$ cat src/xagd_pkg.sv
// Package with the coefficient and range tables of the ADPCM group decoder.
package xagd_pkg;

    localparam int unsigned SAMPLE_W = 16;
    localparam int unsigned ACC_W    = 26;

    typedef enum logic
    {
        OP_HEADER = 1'b0,
        OP_DATA   = 1'b1
    } op_t;

    // First predictor coefficient, x64.
    function automatic logic signed [7:0] k0_x64(input logic [2:0] sel);
        logic signed [7:0] k;
        unique case (sel)
            3'd0:    k = 8'sd0;
            3'd1:    k = 8'sd60;
            3'd2:    k = 8'sd115;
            3'd3:    k = 8'sd98;
            3'd4:    k = 8'sd122;
            3'd5:    k = 8'sd115;
            3'd6:    k = 8'sd115;
            3'd7:    k = 8'sd60;
            default: k = 8'sd0;
        endcase
        return k;
    endfunction

    // Second predictor coefficient, x64.
    function automatic logic signed [6:0] k1_x64(input logic [2:0] sel);
        logic signed [6:0] k;
        unique case (sel)
            3'd0:    k = 7'sd0;
            3'd1:    k = 7'sd0;
            3'd2:    k = -7'sd52;
            3'd3:    k = -7'sd55;
            3'd4:    k = -7'sd60;
            3'd5:    k = -7'sd60;
            3'd6:    k = -7'sd55;
            3'd7:    k = -7'sd26;
            default: k = 7'sd0;
        endcase
        return k;
    endfunction

    // Nibble step size, x16.
    function automatic logic [16:0] range_x16(input logic [4:0] sel);
        logic [16:0] r;
        unique case (sel)
            5'd0:    r = 17'd16;
            5'd1:    r = 17'd21;
            5'd2:    r = 17'd27;
            5'd3:    r = 17'd36;
            5'd4:    r = 17'd47;
            5'd5:    r = 17'd61;
            5'd6:    r = 17'd80;
            5'd7:    r = 17'd105;
            5'd8:    r = 17'd137;
            5'd9:    r = 17'd179;
            5'd10:   r = 17'd234;
            5'd11:   r = 17'd306;
            5'd12:   r = 17'd400;
            5'd13:   r = 17'd524;
            5'd14:   r = 17'd685;
            5'd15:   r = 17'd895;
            5'd16:   r = 17'd1171;
            5'd17:   r = 17'd1531;
            5'd18:   r = 17'd2003;
            5'd19:   r = 17'd2619;
            5'd20:   r = 17'd3425;
            5'd21:   r = 17'd4479;
            5'd22:   r = 17'd5858;
            5'd23:   r = 17'd7661;
            5'd24:   r = 17'd10018;
            5'd25:   r = 17'd13101;
            5'd26:   r = 17'd17133;
            5'd27:   r = 17'd22406;
            5'd28:   r = 17'd29302;
            5'd29:   r = 17'd38320;
            5'd30:   r = 17'd50113;
            5'd31:   r = 17'd65536;
            default: r = 17'd16;
        endcase
        return r;
    endfunction

endpackage

$ cat src/xa_style_adpcm_group_decoder.sv
// Top level: ADPCM group decoder, one sample per cycle from a held input item
// while the result is not stalled. Each item is decoded one sample per step,
// and the next item is taken in the step that decodes its second sample, so a
// new item is accepted before the last is through. A stalled result holds the
// decoder and the input, save on the silent final byte of a group. Reset is
// asynchronous, active low, and clears history, selects, byte count and valids.
module xa_style_adpcm_group_decoder
    import xagd_pkg::*;
(
    input  logic                       clk,
    input  logic                       rst_n,
    input  logic                       in_valid,
    output logic                       in_stall,
    input  logic                       op,
    input  logic [31:0]                header_word,
    input  logic [7:0]                 data_byte,
    output logic                       out_valid,
    input  logic                       out_stall,
    output logic signed [SAMPLE_W-1:0] sample,
    output logic                       last
);

    // held item
    logic                       w_valid_reg;
    logic                       w_phase_reg;
    op_t                        w_op_reg;
    logic [31:0]                w_hdr_reg;
    logic [7:0]                 w_byte_reg;

    // decoder state
    logic signed [SAMPLE_W-1:0] h1_reg;
    logic signed [SAMPLE_W-1:0] h2_reg;
    logic [2:0]                 coef_reg;
    logic [4:0]                 scale_reg;
    logic [4:0]                 idx_reg;

    // result register
    logic                       o_valid_reg;
    logic signed [SAMPLE_W-1:0] o_sample_reg;
    logic                       o_last_reg;

    logic                       out_free;
    logic                       silent;
    logic                       advance;
    logic                       in_take;

    logic signed [3:0]          nib;
    logic signed [17:0]         rng_s;
    logic signed [21:0]         p_n;
    logic signed [23:0]         p1;
    logic signed [22:0]         p2;
    logic signed [ACC_W-1:0]    acc;
    logic signed [ACC_W-1:0]    adj;
    logic signed [19:0]         quo;
    logic signed [SAMPLE_W-1:0] dec;
    logic signed [SAMPLE_W-1:0] hdr_h2;
    logic signed [SAMPLE_W-1:0] hdr_h1;
    logic signed [SAMPLE_W-1:0] step_sample;

    assign hdr_h2 = $signed({w_hdr_reg[31:20], 4'b0000});
    assign hdr_h1 = $signed({w_hdr_reg[19:8], 4'b0000});

    // nibble decode: n*range*4 + h1*k0 + h2*k1, then /64 toward zero, clamp
    assign nib   = w_phase_reg ? $signed(w_byte_reg[3:0]) : $signed(w_byte_reg[7:4]);
    assign rng_s = $signed({1'b0, range_x16(scale_reg)});
    assign p_n   = 22'(nib) * 22'(rng_s);
    assign p1    = 24'(h1_reg) * 24'(k0_x64(coef_reg));
    assign p2    = 23'(h2_reg) * 23'(k1_x64(coef_reg));
    assign acc   = $signed({{2{p_n[21]}}, p_n, 2'b00})
                 + $signed({{2{p1[23]}}, p1})
                 + $signed({{3{p2[22]}}, p2});
    assign adj   = acc[ACC_W-1] ? acc + ACC_W'(63) : acc;
    assign quo   = adj[ACC_W-1:6];

    always_comb
    begin
        if (quo > 20'sd32767)
        begin
            dec = 16'sh7fff;
        end
        else if (quo < -20'sd32768)
        begin
            dec = -16'sh8000;
        end
        else
        begin
            dec = quo[SAMPLE_W-1:0];
        end
    end

    always_comb
    begin
        if (w_op_reg == OP_HEADER)
        begin
            step_sample = w_phase_reg ? h1_reg : hdr_h2;
        end
        else
        begin
            step_sample = dec;
        end
    end

    assign out_free = !o_valid_reg || !out_stall;
    assign silent   = (w_op_reg == OP_DATA) && (idx_reg == 5'd31);
    assign advance  = w_valid_reg && (silent || out_free);
    assign in_stall = w_valid_reg && !(advance && w_phase_reg);
    assign in_take  = in_valid && !in_stall;

    // held item and phase
    always_ff @(posedge clk or negedge rst_n)
    begin
        if (!rst_n)
        begin
            w_valid_reg <= 1'b0;
            w_phase_reg <= 1'b0;
        end
        else if (in_take)
        begin
            w_valid_reg <= 1'b1;
            w_phase_reg <= 1'b0;
        end
        else if (advance)
        begin
            w_valid_reg <= !w_phase_reg;
            w_phase_reg <= !w_phase_reg;
        end
    end

    always_ff @(posedge clk)
    begin
        if (in_take)
        begin
            w_op_reg   <= op_t'(op);
            w_hdr_reg  <= header_word;
            w_byte_reg <= data_byte;
        end
    end

    // decoder state
    always_ff @(posedge clk or negedge rst_n)
    begin
        if (!rst_n)
        begin
            h1_reg    <= '0;
            h2_reg    <= '0;
            coef_reg  <= '0;
            scale_reg <= '0;
            idx_reg   <= '0;
        end
        else if (advance)
        begin
            if (w_op_reg == OP_HEADER)
            begin
                if (!w_phase_reg)
                begin
                    h2_reg    <= hdr_h2;
                    h1_reg    <= hdr_h1;
                    coef_reg  <= w_hdr_reg[7:5];
                    scale_reg <= w_hdr_reg[4:0];
                    idx_reg   <= '0;
                end
            end
            else
            begin
                h2_reg <= h1_reg;
                h1_reg <= dec;
                if (w_phase_reg)
                begin
                    idx_reg <= idx_reg + 5'd1;
                end
            end
        end
    end

    // result register
    always_ff @(posedge clk or negedge rst_n)
    begin
        if (!rst_n)
        begin
            o_valid_reg <= 1'b0;
        end
        else if (advance && !silent)
        begin
            o_valid_reg <= 1'b1;
        end
        else if (!out_stall)
        begin
            o_valid_reg <= 1'b0;
        end
    end

    always_ff @(posedge clk)
    begin
        if (advance && !silent)
        begin
            o_sample_reg <= step_sample;
            o_last_reg   <= w_phase_reg;
        end
    end

    assign out_valid = o_valid_reg;
    assign sample    = o_sample_reg;
    assign last      = o_last_reg;

endmodule

$ cat config.mk
export PLATFORM = sky130hd
export DESIGN_NAME = xa_style_adpcm_group_decoder
export DESIGN_NICKNAME = d
export VERILOG_FILES = /design/src/xagd_pkg.sv /design/src/xa_style_adpcm_group_decoder.sv
export SDC_FILE = /design/constraint.sdc
export NUM_CORES = 1
export LEC_CHECK = 0
export BUFFER_PORTS_ARGS = -buffer_cell sky130_fd_sc_hd__buf_2
export CORE_UTILIZATION = 41
export DETAILED_ROUTE_END_ITERATION = 6
export GPL_TIMING_DRIVEN = 1
export PLACE_DENSITY = 0.64
export SLEW_MARGIN = 25
export SYNTH_ARGS = -nofsm -noshare
export SYNTH_HDL_FRONTEND = slang
export SYNTH_SLANG_ARGS = --single-unit
$ cat constraint.sdc
create_clock -name clk -period 9.8 [get_ports clk]
set_clock_uncertainty 0.05 [all_clocks]
set_input_delay 1.96 -clock clk [delete_from_list [all_inputs] [get_ports clk]]
set_output_delay 1.96 -clock clk [all_outputs]
set_load 0.02 [all_outputs]
==> impl_metrics.tcl, run 1 <==
set metrics [dict create \
    setup-tns-final_ps -680 \
    cp_slowest_stage_delay_ps 620 \
    drt-total-wl_mm 42.9 \
    synth_largest_area_cell "fa_1" \
    largest_reg_flops 32 \
    globalRouteOverflowTotal 0 \
    syn-num-nets 2173 \
    max_slew.worst_pin.slew_ps 981 \
    placed_cells 2361 \
    synth.area.top_cells "fa_1, ha_1, edfxtp_1, dfrtp_1, inv_1" \
    vias 12462 \
    coreArea_mm2 0.0391 \
    synth_cells 1707 \
    setup_viol 20 \
    postLayoutSetupSlackWorst_ps -70.5 \
    timing.rr.start "scale_reg[0]" \
    worstHoldPathType "reg -> reg" \
    start_util 0.420 \
    ant_nets 0 \
    row_count 72 \
    critPathKind "reg -> reg" \
    area.growth.synth_to_final_pct 17.8 \
    grt_pass1_vias 13390 \
    numCtsBuffers 9 \
    die_h_um 202 \
    clkSinkCount 106 \
    place.gp.congestion 0.899 \
    cts_hold_buf 0 \
    dieArea_mm2 0.0408 \
    ys_warn_count 0 \
    drive_above_1_share 0.196 \
    n_antenna_cell 0 \
    maxCapViolCount 0 \
    clockBufferDepth 2 \
    synth.avg_cell_area_um2 9.62 \
    startpoint_type "flip-flop" \
    synth-seq-area-share 0.179 \
    cp_max_fo 6 \
    r2r_slack_ps -70 \
    grt_first_pass_wirelength_mm 70.5 \
    synth_async_sr_flop_share 0.453 \
    cpMostUsedCell "buf_4" \
    cts_max_level 3 \
    yosys.area.top_type_share 0.311 \
    holdPathStages 1 \
    hold_violations 0 \
    cp-startpoint "scale_reg[0]" \
    fin_nets 2342 \
    dr.pass1.iters 4 \
    crit_path_end "sample[5]" \
    ys.flop_type "edfxtp_1" \
    outcome "finished with violations" \
    critPathSlowestCell "or4_4" \
    reg2reg_depth 44 \
    ys_ff_latch 106 \
    min_period_ps 9870 \
    grt_start_max_net_pins 49 \
    antenna_found_initial 0 \
    cp.required_ps 9980 \
    grtUsageTotal 0.221 \
    clk_pin_slew_ps 90 \
    hpwl_mm 34.5 \
    fmax_mhz 101 \
    route.detailed.drc 0 \
    ios 64 \
    die_width_um 202 \
    routed_via_density 5.19 \
    port_buffers 63 \
    slew_headroom 0.346 \
    grt_setup_unrepaired "true" \
    wl_per_cell_um 17.9 \
    cts_tree "done" \
    initialDrtViolationCount 890 \
    end_kind "flip-flop" \
    yosysUniqueCellTypes 76 \
    rr_endpoint "sample[5]" \
    clk_latency_ps 400 \
    instances_no_fill 2399 \
    critPathArrivalTime_ps 10050 \
    syn_area_mm2 0.0164 \
    slew_violations 0 \
    synth_edf_count 58 \
    finalCritPeriodShare 1.01 \
    violations "setup timing" \
    cts-root-buf "clkbuf_16" \
]
==> layer usage <==
layer / wire length (um) / part of all wire / GRT usage
met5: 0 / 0 / 0
met4: 1150 / 0.027 / 0.0717
met3: 1550 / 0.036 / 0.0181
met2: 21400 / 0.50 / 0.383
met1: 18800 / 0.44 / 0.293
==> worst max-delay path, delay by kind of cell (launching register included) <==
family	cells	cell delay, ps
AOI/OAI and AO/OA	8	1550
DFF	1	420
adders and majority gates	11	4010
buffers and inverters	16	1600
and+or+nand+nor	8	1920
xor gates and xnor gates	1	130
==> metrics by stage <==
step | hold WS, ps | worst slack (ps) | util | area [um2]
2_1_floorplan | 401 | 3.24 | - | 16500
3_3_place_gp | 411 | -440 | 0.465 | 18200
3_5_place_dp | 421 | -382 | 0.465 | 18200
4_1_cts | 440 | -99.5 | 0.483 | 18900
5_1_grt | 460 | -456 | 0.495 | 19300
6_report | 434 | -70.5 | 0.495 | 19300
==> Yosys cell counts (all sizes together) (19+ instances only) <==
cell type / n
and2: 72
clkbuf: 46
nand3: 26
fa: 255
ha: 166
nor2b: 79
a21oi: 57
mux2i: 31
nor2: 129
and3: 19
o21ai: 54
edfxtp: 58
nand2: 105
dfrtp: 48
inv: 305
o22ai: 23
xnor2: 26
==> what timing repair did <==
action                                 CTS  global route
pin swaps                               21            39
setup buffers                           12             7
endpoints found under the hold margin    0             0
setup endpoints to repair               32            32
cloned                                   3             1
resized for setup                       40            84
==> logic make-up (layout without fill, tap and decap cells) <==
group,count (synthesis),count (layout),synth area share
DFF,106,106,0.179
buffers and inverters,363,536,0.0848
and+or+nand+nor,501,502,0.156
xor gates and xnor gates,39,39,0.0216
muxes,44,44,0.0285
adders and majority gates,421,421,0.438
AOI/OAI and AO/OA,233,233,0.0919
==> layout make-up <==
cell class | count | area (um2)
fillers | 3672 | 19800
clock inverters | 7 | 91.3
inverters | 307 | 1150
multi-input cells | 1239 | 12800
flip-flops and latches | 106 | 2950
repair buffers | 213 | 1520
well taps | 518 | 648
clock buffers | 9 | 225
==> placed cells by master (no fill, tap or decap), drive strengths merged, types with 48 or more instances in the layout <==
master | synthesis | layout
edfxtp | 58 | 58
nor2 | 129 | 129
ha | 166 | 166
and2 | 72 | 72
a21oi | 57 | 57
fa | 255 | 255
inv | 305 | 309
nand2 | 105 | 105
o21ai | 54 | 54
dfrtp | 48 | 48
buf | 10 | 211
nor2b | 79 | 79
==> worst min-delay path by stage <==
stage,start,end
final,w_hdr_reg[6],coef_reg[1]
after global routing,w_hdr_reg[6],coef_reg[1]
after CTS,w_hdr_reg[4],scale_reg[4]
after detailed placement,w_hdr_reg[4],scale_reg[4]
after global placement,w_hdr_reg[3],scale_reg[3]
after floorplan,w_phase_reg,last
Power of run 1 is not shown: default switching activity piles up to over one toggle a cycle in this logic, so the estimate is an artifact.
==> run 2, diff against run 1 <==
CORE_UTILIZATION = 23   (was 41)
PLACE_DENSITY = 0.43   (was 0.64)
==> impl_metrics.tcl, run 2 (synthesis gave the netlist of run 1 again) <==
set metrics [dict create \
    outcome "complete, no violations" \
    clk_latency_ps 400 \
    critPathArrivalTime_ps 9970 \
    numCtsBuffers 9 \
    setup_viol 0 \
    start_util 0.234 \
    initialDrtViolationCount 585 \
    cts_tree "done" \
    cpMostUsedCell "fa_1" \
    setup-tns-final_ps 0 \
    cp_max_fo 5 \
    die_width_um 269 \
    area.growth.synth_to_final_pct 22.0 \
    critPathSlowestCell "fa_1" \
    route.detailed.drc 0 \
    n_antenna_cell 0 \
    cp_slowest_stage_delay_ps 530 \
    grt_pass1_vias 13361 \
    rr_endpoint "sample[12]" \
    slew_headroom 0.348 \
    maxCapViolCount 0 \
    mostFrequentLayoutCell "inv_1" \
    max_slew.worst_pin.slew_ps 979 \
    slew_violations 0 \
    fmax_mhz 102 \
    port_buffers 63 \
    hold_violations 0 \
    critPathKind "reg -> reg" \
    whs_ps 429 \
    r2r_slack_ps 20 \
    finalCritPeriodShare 0.998 \
    cp.required_ps 9980 \
    min_period_ps 9780 \
    drive_above_1_share 0.204 \
    grt_setup_unrepaired "true" \
    row_count 97 \
    worstHoldPathType "reg -> reg" \
    routed_via_density 4.35 \
    clk_pin_slew_ps 80 \
    dieArea_mm2 0.0724 \
    timing.rr.start "scale_reg[1]" \
    globalRouteOverflowTotal 0 \
    clkSinkCount 106 \
    crit_path_end "sample[12]" \
    largest_reg_flops 32 \
    fin_nets 2379 \
    cts_max_level 3 \
    ant_nets 0 \
    cts-root-buf "clkbuf_16" \
    layout_common_cells "inv_1, fa_1, buf_4" \
    startpoint_type "flip-flop" \
    wl_per_cell_um 16.8 \
    dr.pass1.iters 5 \
    coreArea_mm2 0.0703 \
    place.gp.congestion 0.831 \
    grt_start_max_net_pins 49 \
    grt_first_pass_wirelength_mm 76.1 \
    cp-startpoint "scale_reg[1]" \
    vias 12444 \
    grtUsageTotal 0.134 \
    clockBufferDepth 2 \
    antenna_found_initial 0 \
    cts_hold_buf 0 \
    ios 64 \
    hpwl_mm 40.4 \
    end_kind "flip-flop" \
    reg2reg_depth 39 \
    drt-total-wl_mm 48.1 \
    die_h_um 269 \
]
-- run 2: cell type report --
type | count | area [um2]
Clock buffer | 9 | 225
Clock inverter | 7 | 70.1
Fill cell | 7464 | 50200
Inverter | 307 | 1160
Multi-Input combinational cell | 1239 | 12700
Sequential cell | 106 | 2950
Tap cell | 940 | 1180
Timing Repair Buffer | 250 | 1780
-- run 2: per-stage QoR --
step	utilization	worst slack, ps	instances	cell area (um2)
6_report	0.285	16.1	2858	20000
5_1_grt	0.285	-355	2858	20000
4_1_cts	0.280	-201	2854	19700
3_5_place_dp	0.271	-540	2827	19000
3_3_place_gp	0.271	-603	2827	19000
2_1_floorplan	-	3.24	1707	16500
-- run 2: worst max-delay path: cells and delay by family (launching register included) --
family                   cells  cell delay, ps
AO/OA/AOI/OAI               15            3290
XOR/XNOR                     1             210
adder cells (fa/ha/maj)     10            3910
buffers and inverters        6             620
flip-flops                   1             430
multiplexers                 1             260
AND/OR/NAND/NOR              6             830
-- run 2: worst min path at each step --
stage	startpoint	endpoint	depth (start not counted)
2_1_floorplan	w_phase_reg	last	0
3_3_place_gp	w_hdr_reg[6]	coef_reg[1]	1
3_5_place_dp	w_hdr_reg[6]	coef_reg[1]	1
4_1_cts	w_hdr_reg[6]	coef_reg[1]	1
5_1_grt	w_hdr_reg[6]	coef_reg[1]	1
6_report	w_hdr_reg[6]	coef_reg[1]	1
-- run 2: repair_timing --
| action | 4_1_cts | 5_1_grt |
|---|---|---|
| setup buffers | 9 | 4 |
| pin swaps | 16 | 28 |
| cloned | 2 | 1 |
| setup endpoints to repair | 32 | 32 |
| resized for setup | 51 | 60 |
-- run 2: routing by layer --
metal  GRT usage  vias to the layer above  routed length, um
li1            -                     5931                  -
met1       0.181                     6312              22400
met2       0.229                      171              23700
met3      0.0192                       30               1410
met4      0.0238                        0                582
met5           0                        -                  0
Power of run 2 is left out for the same reason.
==> run 3, diff against run 2 <==
PLACE_DENSITY = 0.42   (was 0.43)
clock period = 9.4 ns   (was 9.8 ns; I/O delays follow)
==> impl_metrics.tcl, run 3 (synthesis gave the netlist of run 1 again) <==
set metrics [dict create \
    ios 64 \
    seq_area_mm2 0.00295 \
    cp_slowest_stage_delay_ps 540 \
    cts_hold_buf 0 \
    place.gp.congestion 0.861 \
    wl_met2_mm 22.8 \
    fill_cells 7465 \
    initialDrtViolationCount 525 \
    clockBufferDepth 2 \
    largest_reg_flops 32 \
    fin_nets 2393 \
    maxCapViolCount 0 \
    drt-total-wl_mm 47.4 \
    port_buffers 63 \
    start_util 0.234 \
    end_kind "flip-flop" \
    cts_tree "done" \
    die_h_um 269 \
    route.detailed.drc 0 \
    layout_common_cells "inv_1, fa_1, buf_4" \
    grt_setup_unrepaired "true" \
    critPathSlowestCell "fa_1" \
    die_width_um 269 \
    critPathKind "reg -> reg" \
    coreArea_mm2 0.0703 \
    drive_above_1_share 0.236 \
    hold_violations 0 \
    wl_met1_mm 21.7 \
    worstHoldPathType "reg -> reg" \
    setup_viol 31 \
    cts_max_level 3 \
    cp_max_fo 7 \
    grt_pass1_vias 13496 \
    slew_violations 0 \
    row_count 97 \
    n_antenna_cell 0 \
    grtUsageTotal 0.135 \
    antenna_found_initial 0 \
    clk_latency_ps 400 \
    met3_length_mm 1.67 \
    finalCritPeriodShare 1.03 \
    dr.pass1.iters 5 \
    dieArea_mm2 0.0724 \
    startpoint_type "flip-flop" \
    vias 12382 \
    outcome "finished with violations" \
    routed_via_density 4.31 \
    ant_nets 0 \
    cts-root-buf "clkbuf_16" \
    wl_per_cell_um 16.5 \
    cp.required_ps 9460 \
    cpMostUsedCell "fa_1" \
    grt_first_pass_wirelength_mm 76.5 \
    globalRouteOverflowTotal 0 \
    area.growth.synth_to_final_pct 25.0 \
    slew_headroom 0.402 \
    numCtsBuffers 9 \
    top_layer "met4" \
    min_period_ps 9710 \
    hpwl_mm 39.8 \
    multi_input_area_mm2 0.0130 \
    fmax_mhz 103 \
    violations "setup timing" \
    mostFrequentLayoutCell "inv_1" \
    postLayoutSetupSlackWorst_ps -311 \
    clk_pin_slew_ps 90 \
    setup-tns-final_ps -6340 \
    grt_start_max_net_pins 49 \
    critPathArrivalTime_ps 9770 \
    max_slew.worst_pin.slew_ps 897 \
    clkSinkCount 106 \
]
## run 3: changes by cell type in the layout (fill, tap and decap cells not counted), sizes merged
| cell | delta |
|---|---|
| inv | +2 |
| buf | +15 |
| clkinv | -1 |
| clkbuf | -1 |
| clkinvlp | -1 |
## run 3: worst max-delay path, delay by kind of cell, from the launching register on
kind	cells	cell delay (ps)
AO/OA/AOI/OAI	10	1830
flip-flops	1	460
multiplexers	1	280
AND/OR/NAND/NOR	8	1510
buffers and inverters	9	940
XOR/XNOR	1	150
adder cells (fa/ha/maj)	11	4190
## run 3: routing by layer
metal  GRT usage  vias to the layer above
met5           0                        -
met4      0.0383                        0
met3      0.0222                       32
met2       0.228                      162
met1       0.177                     6225
li1            -                     5963
## run 3: cell type report
cell class                 instances  area share
multi-input combinational       1239       0.634
clock inverter                     7     0.00421
sequential                       106       0.144
clock buffer                       9      0.0110
tap                              940      0.0573
timing repair buffer             264      0.0935
inverter                         307      0.0564
## run 3: worst paths after layout
| check | startpoint | slack, ps | endpoint | cells past startpoint |
|---|---|---|---|---|
| worst max-delay path | scale_reg[1] | -310 | sample[12] | 40 |
| worst min-delay path | w_hdr_reg[2] | 430 | scale_reg[2] | 1 |
| worst max register to register | scale_reg[1] | -310 | sample[12] | 40 |
| worst min register to register | w_hdr_reg[2] | 430 | scale_reg[2] | 1 |
| max in group asynchronous | rst_n | 7130 | scale_reg[0] | 2 |
| min in group asynchronous | rst_n | 1570 | idx_reg[3] | 2 |
## run 3: timing repair
item / in CTS / in global routing
setup endpoints to repair: 32 / 32
pin swaps: 54 / 40
cloned: 2 / 1
resized for setup: 69 / 109
buffers inserted: 14 / 7
## run 3: stage by stage
stage                     std cells  setup slack [ps]  cell area (um2)   util  hold WS, ps
after CTS                      2864              -520            20000  0.284          436
final                          2872              -311            20500  0.292          435
after floorplan                1707             -97.5            16500      -          402
after detailed placement       2833              -562            19200  0.273          415
after global routing           2872              -649            20500  0.292          466
after global placement         2832              -567            19200  0.273          412
Power of run 3 is left out for the same reason.
